### src/rtl/csg_ram.sv
`timescale 1ns / 1ps
`default_nettype none

// Simple dual-port RAM: one write and one registered read per cycle.
module csg_ram #(
    parameter int DEPTH = 1024,
    parameter int WIDTH = 8,
    localparam int AW  = $clog2(DEPTH)
) (
    input  wire logic             i_clk,
    input  wire logic             i_wr_en,
    input  wire logic [AW-1:0]    i_wr_addr,
    input  wire logic [WIDTH-1:0] i_wr_data,
    input  wire logic [AW-1:0]    i_rd_addr,
    output logic      [WIDTH-1:0] o_rd_data
);

    logic [WIDTH-1:0] r_mem [DEPTH];
    logic [WIDTH-1:0] r_rd_data;

    always_ff @(posedge i_clk) begin
        if (i_wr_en) begin
            r_mem[i_wr_addr] <= i_wr_data;
        end
        r_rd_data <= r_mem[i_rd_addr];
    end

    assign o_rd_data = r_rd_data;

endmodule

`default_nettype wire

### src/rtl/csg_offset_table.sv
`timescale 1ns / 1ps
`default_nettype none

// Histogram and offset table. A valid bit per entry lets the clear command
// empty the whole table by clearing only those bits; an entry that is not valid reads as zero.
module csg_offset_table #(
    parameter int DEPTH = 257,
    parameter int WIDTH = 11,
    localparam int AW  = $clog2(DEPTH)
) (
    input  wire logic             i_clk,
    input  wire logic             i_rst_n,
    input  wire logic             i_clear,
    input  wire logic [AW-1:0]    i_rd_addr,
    input  wire logic             i_wr_en,
    input  wire logic [AW-1:0]    i_wr_addr,
    input  wire logic [WIDTH-1:0] i_wr_data,
    output logic      [WIDTH-1:0] o_rd_data
);

    logic [DEPTH-1:0] r_valid;
    logic             r_rd_valid;
    logic [WIDTH-1:0] w_ram_rd;

    csg_ram #(
        .DEPTH (DEPTH),
        .WIDTH (WIDTH)
    ) u_ram (
        .i_clk     (i_clk),
        .i_wr_en   (i_wr_en),
        .i_wr_addr (i_wr_addr),
        .i_wr_data (i_wr_data),
        .i_rd_addr (i_rd_addr),
        .o_rd_data (w_ram_rd)
    );

    always_ff @(posedge i_clk) begin
        if (!i_rst_n || i_clear) begin
            r_valid <= '0;
        end else if (i_wr_en) begin
            r_valid[i_wr_addr] <= 1'b1;
        end
    end

    always_ff @(posedge i_clk) begin
        r_rd_valid <= r_valid[i_rd_addr];
    end

    assign o_rd_data = r_rd_valid ? w_ram_rd : '0;

endmodule

`default_nettype wire
### config.mk
export PLATFORM = sky130hd
export DESIGN_NAME = csg_offset_table
export DESIGN_NICKNAME = d
export VERILOG_FILES = /design/src/rtl/csg_ram.sv /design/src/rtl/csg_offset_table.sv
export SDC_FILE = /design/constraint.sdc
export NUM_CORES = 2
export LEC_CHECK = 0
export ABC_AREA = 0
export BUFFER_PORTS_ARGS = -buffer_cell sky130_fd_sc_hd__buf_2
export CAP_MARGIN = 20
export CELL_PAD_IN_SITES_DETAIL_PLACEMENT = 1
export CELL_PAD_IN_SITES_GLOBAL_PLACEMENT = 2
export CORE_MARGIN = 2
export CORE_UTILIZATION = 45
export CTS_BUF_LIST = sky130_fd_sc_hd__clkbuf_4
export DETAILED_ROUTE_END_ITERATION = 6
export PLACE_DENSITY = 0.76
export SETUP_SLACK_MARGIN = 0.02
export SLEW_MARGIN = 20
export SYNTH_ARGS = -nofsm -noshare
export SYNTH_HDL_FRONTEND = slang
export SYNTH_SLANG_ARGS = --single-unit
### constraint.sdc
create_clock -name i_clk -period 3 [get_ports i_clk]
set_input_delay 0 -clock i_clk [delete_from_list [all_inputs] [get_ports i_clk]]
set_output_delay 0 -clock i_clk [all_outputs]
set_load 0.02 [all_outputs]
[Word-level counts from Yosys, hierarchy flattened]
Memory sizes are Yosys's and may differ from the RTL's. A register that Yosys moved wholly into a read port is not among the register bits.
Cells that the tools add are included.
Cells by class
  reductions and logical operators: 3
  order comparisons: 3
  bitwise gates (word level): 1
  multiplexer cells: 7
Operator list (number)
  $or A257 B257 Y257: 1
  $lt A9 B10 Y1 const B: 2
  $mux W11: 1
  $bmux W1 S9: 1
  $demux W1 S9: 1
  $ge A9 B1 Y1 const B: 1
  $mux W1: 4
  $logic_and A1 B1 Y1: 1
  $logic_not A1 Y1: 1
  $logic_or A1 B1 Y1: 1
Word-level totals
  memories kept: 1
  register bits after elaboration: 258
  input port bits: 33
  memory bits (writable): 2827
  output and inout bits: 11
Memories
  u_ram.r_mem: words 257, width 11, read ports 1, clocked after Yosys merged registers in 1, wr ports 1, line csg_ram.sv:18  | logic [WIDTH-1:0] r_mem [DEPTH];

[Longest topological paths before layout]
  depth after elaboration: 5
  depth in mapped cells: 14
  depth with buffers taken out: 7

[By module]
From an unflattened synthesis, not the netlist that was laid out.
Second synthesis, totals
  cells, all modules: 6223
  area, all modules: 119020.4 sq um
By module, submodules not included
  csg_ram: area an instance 108779.3 sq um, times used 1, cells an instance 5134
  csg_offset_table: area an instance 10241.1 sq um, times used 1, cells an instance 1089

[Worst setup path before layout]
OpenSTA, ideal clock, no wires.
  path kind: input -> register
  from: in i_rd_addr[0]
  to: reg u_ram.r_rd_data[0], in the netlist u_ram.o_rd_data[0], read port of u_ram.r_mem
  setup slack: 844 ps
  required time: 2869 ps
  setup time: 131 ps
  cell stages on the path: 9
  arrival: 2025 ps
  cells stage by stage: buf_6 buf_6 buf_2 mux4_2 mux4_2 a221oi_1 o21ai_0 a21oi_1 a311oi_1
RTL lines
  from (decl): line csg_offset_table.sv:14  | input wire logic [AW-1:0] i_rd_addr,
  to (decl): line csg_ram.sv:19  | logic [WIDTH-1:0] r_rd_data;

[Worst setup path in the final report]
  from: in i_wr_addr[1]
  to: mem u_ram.r_mem[229][8], enable pin
RTL lines
  from (decl): line csg_offset_table.sv:16  | input wire logic [AW-1:0] i_wr_addr,
  to (decl): line csg_ram.sv:18
Straight into the memory's write port.

==> impl_results.md <==
- Status: finished, violations left
- Failing checks: setup timing
- Syn nets: 5690
- Synth unique cells: 69
- 1st-pass router iterations: 7
- Core area: 0.263 sq mm
- First-pass GRT wire length: 536 mm
- Tcrit/Tclk final: 100%
- Chip width: 519 microns
- Clock root buffer: clkbuf_4
- Sw frac: 23.2%
- Initial antenna violation count: 20
- Power, Total: 89500 uW
- FMAX: 333 MHz
- RSZ-0062 raised after global routing: no
- # clock sinks: 3096
- Syn Inst Count: 5657
- Vias per cell: 6.08
- CTS tree: done
- Worst relative slew slack: 34.2%
- Power Internal: 68700 uW
- Synthesized area: 0.119 sq mm
- Worst Hold Class: in -> reg
- Reg2reg end: u_ram.o_rd_data[0]
- DP HPWL: 241 mm
- P per Cell Area: 638 mW/mm^2
- Hold path cells: 6
- Final WS setup: -0.00541 ns
- R2R Setup Slk: 0.05 ns
- Cell Rows: 188
- Die ar.: 0.269 sq mm
- Post-synth EDFFs: 2827
- Hold Violations, Final: 0
- Max_cap viols: 0
- Crit path kind: in -> reg
- Vias: 67600
- Final WL: 379 mm
- Worst IR Drop VDD: 0.486 mV
- Commonest non-fill, non-tap cell in the layout: edfxtp_1
- Post-CTS Setup Inserts: 0
- Die height: 519 microns
- Largest net degree at the start of global routing: 119
- Nets: 7003
- Logic pwr share: 5.9%
- Worst Hold Launch: i_rd_addr[2]
- DR DRC count: 0
- Clock skew: 0.133 ns
- Final Slew Violations: 0
- H-tree levels: 6
- Hold endpoint: u_ram.o_rd_data[7]
- Clk slew on worst S/H paths: 0.07 ns
- TritonCTS Buffers: 789
- Post-synth ARST share: 0%
- Placed Cells: 9597
- Initial drt markers: 9141
- Finished Layout Cells: 11100
- Routed Antenna Nets: 0
- Vias in the first global route: 70200
- Warnings, synthesis: 0
- Tmin final: 3.01 ns
- Port Buffers: 43
- Ys flop type: edfxtp_1
- Mean post-synth cell area: 21.1 sq um
- Reg2Reg Launch Point: u_ram.r_mem[186][0]
- Switching power: 20800 uW
- Crit-path max FO: 12
- Area grow syn2layout: 17.5%
- Worst-margin pin slew: 0.987 ns
- Clk buf depth: 4
- Synthesized flop and latch total: 3096
- Reg2reg path depth: 8
- Share of layout cells above drive strength 1: 38.5%
- Pleak: 0.0467 uW
- Clock latency on the worst-skew pair: 1.55 ns
- Final Wtd Congestion: 0.916
- Reg power frac: 52.6%
- Clk pwr share: 41.5%
- Drt wl/cell: 34.1 microns
- # setup viols final: 1
- Total GRT Usage: 28.1%
- CP Capture Type: flop
- Setup TNS: -0.00541 ns
- GRT overflow: 0
- Data required, critical path: 4.13 ns
- IO Count: 44
- Initial Util: 45.3%
- CP startpoint kind: input pin
- CP arrival: 4.14 ns
- Most frequent cells in the layout: edfxtp_1 (2827), clkbuf_4 (1237), mux4_2 (778)
- Sequential area share after synthesis: 75.7%
==> kinds of logic after synthesis <==
group / count (synthesis) / share of synthesized area (%)
and+or+nand+nor: 598 / 2.15
AOI/OAI and AO/OA: 629 / 3.82
muxes: 982 / 16.5
buffers and inverters: 352 / 1.82
DFF: 3096 / 75.7
==> registers in the layout (all words and copies together) (netlist names) <==
register,cells
u_ram.r_mem,2827
r_valid,257
u_ram.o_rd_data,11
r_rd_valid,1
==> metrics by stage <==
step / hold slack [ns] / area (sq um) / worst slack, ns / utilization (%)
6_report: 0.0841 / 140000 / -0.00541 / 53.3
2_1_floorplan: 0.0989 / 119000 / 0.844 / -
5_1_grt: 0.0842 / 140000 / 0.0209 / 53.3
3_3_place_gp: 0.441 / 129000 / -0.413 / 48.9
3_5_place_dp: 0.448 / 129000 / -0.407 / 48.9
4_1_cts: 0.00695 / 140000 / 0.0255 / 53.3
==> routing by layer <==
metal / vias to the layer above / track usage [%] / part of all wire, %
met1: 35900 / 38.0 / 38
met4: 4 / 13.6 / 4.9
met2: 4149 / 43.6 / 47
li1: 26800 / - / -
met3: 766 / 6.25 / 9.8
met5: - / 0 / 0.0090
==> timing repair <==
action / CTS / global route
endpoints found under the setup margin: 9 / 5
hold buffers: 98 / 0
endpoints found under the hold margin: 5923 / 0
gates resized for setup: 5 / 1
==> worst max-delay path, cell delays in order <==
cell           delay (ns)
dlygate4sd3_1        0.55
buf_2                0.20
dlygate4sd3_1        0.67
nor3b_1              0.24
dlygate4sd3_1        0.58
buf_4                0.14
nand3_2              0.09
dlygate4sd3_1        0.87
buf_12               0.30
nor2_1               0.14
buf_4                0.29
==> cells in the mapped netlist (23+ instances only) <==
cell / count / area (sq um)
a21oi_1: 48 / 240
a221oi_1: 34 / 298
a22oi_1: 59 / 443
buf_2: 89 / 445
buf_4: 28 / 210
buf_6: 39 / 439
clkbuf_1: 136 / 510
dfxtp_1: 269 / 5390
edfxtp_1: 2827 / 84900
mux2i_1: 188 / 1880
mux4_2: 778 / 17500
nand2_1: 142 / 533
nand3_1: 37 / 185
nor2_1: 308 / 1160
nor3_1: 23 / 115
o21a_1: 259 / 1940
o21ai_0: 48 / 240
o22ai_1: 50 / 313
==> final cells by class <==
cell class / count / area [sq um]
Timing Repair Buffer: 863 / 8160
Clock buffer: 1237 / 9290
Fill cell: 24000 / 123000
Inverter: 11 / 55.1
Tap cell: 3515 / 4400
Sequential cell: 3096 / 90300
Clock inverter: 159 / 1030
Antenna cell: 17 / 42.5
Multi-Input combinational cell: 2209 / 26900
==> worst max-delay path by stage <==
| stage | from | endpoint | slack (ns) | cells after the start |
|---|---|---|---|---|
| global route | u_ram.r_mem[54][10] | u_ram.o_rd_data[10] | 0.02 | 8 |
| detailed placement | i_rd_addr[0] | u_ram.o_rd_data[3] | -0.41 | 11 |
| CTS | i_wr_addr[4] | r_valid[113] | 0.03 | 11 |
| global placement | i_rd_addr[0] | u_ram.o_rd_data[3] | -0.41 | 11 |
| finish | i_wr_addr[1] | u_ram.r_mem[229][8] | -0.005 | 11 |
| floorplan | i_rd_addr[0] | u_ram.o_rd_data[0] | 0.84 | 9 |
==> power groups by stage <==
stage	registers [uW]	logic (uW)	clock network (uW)
6_report	47100	5280	37100
5_1_grt	47100	5410	39900
4_1_cts	47100	5220	37700
3_5_place_dp	48000	5040	0
3_3_place_gp	48000	4940	0
2_1_floorplan	48000	2340	0
Note: power is estimated with default switching activity, not from simulation.
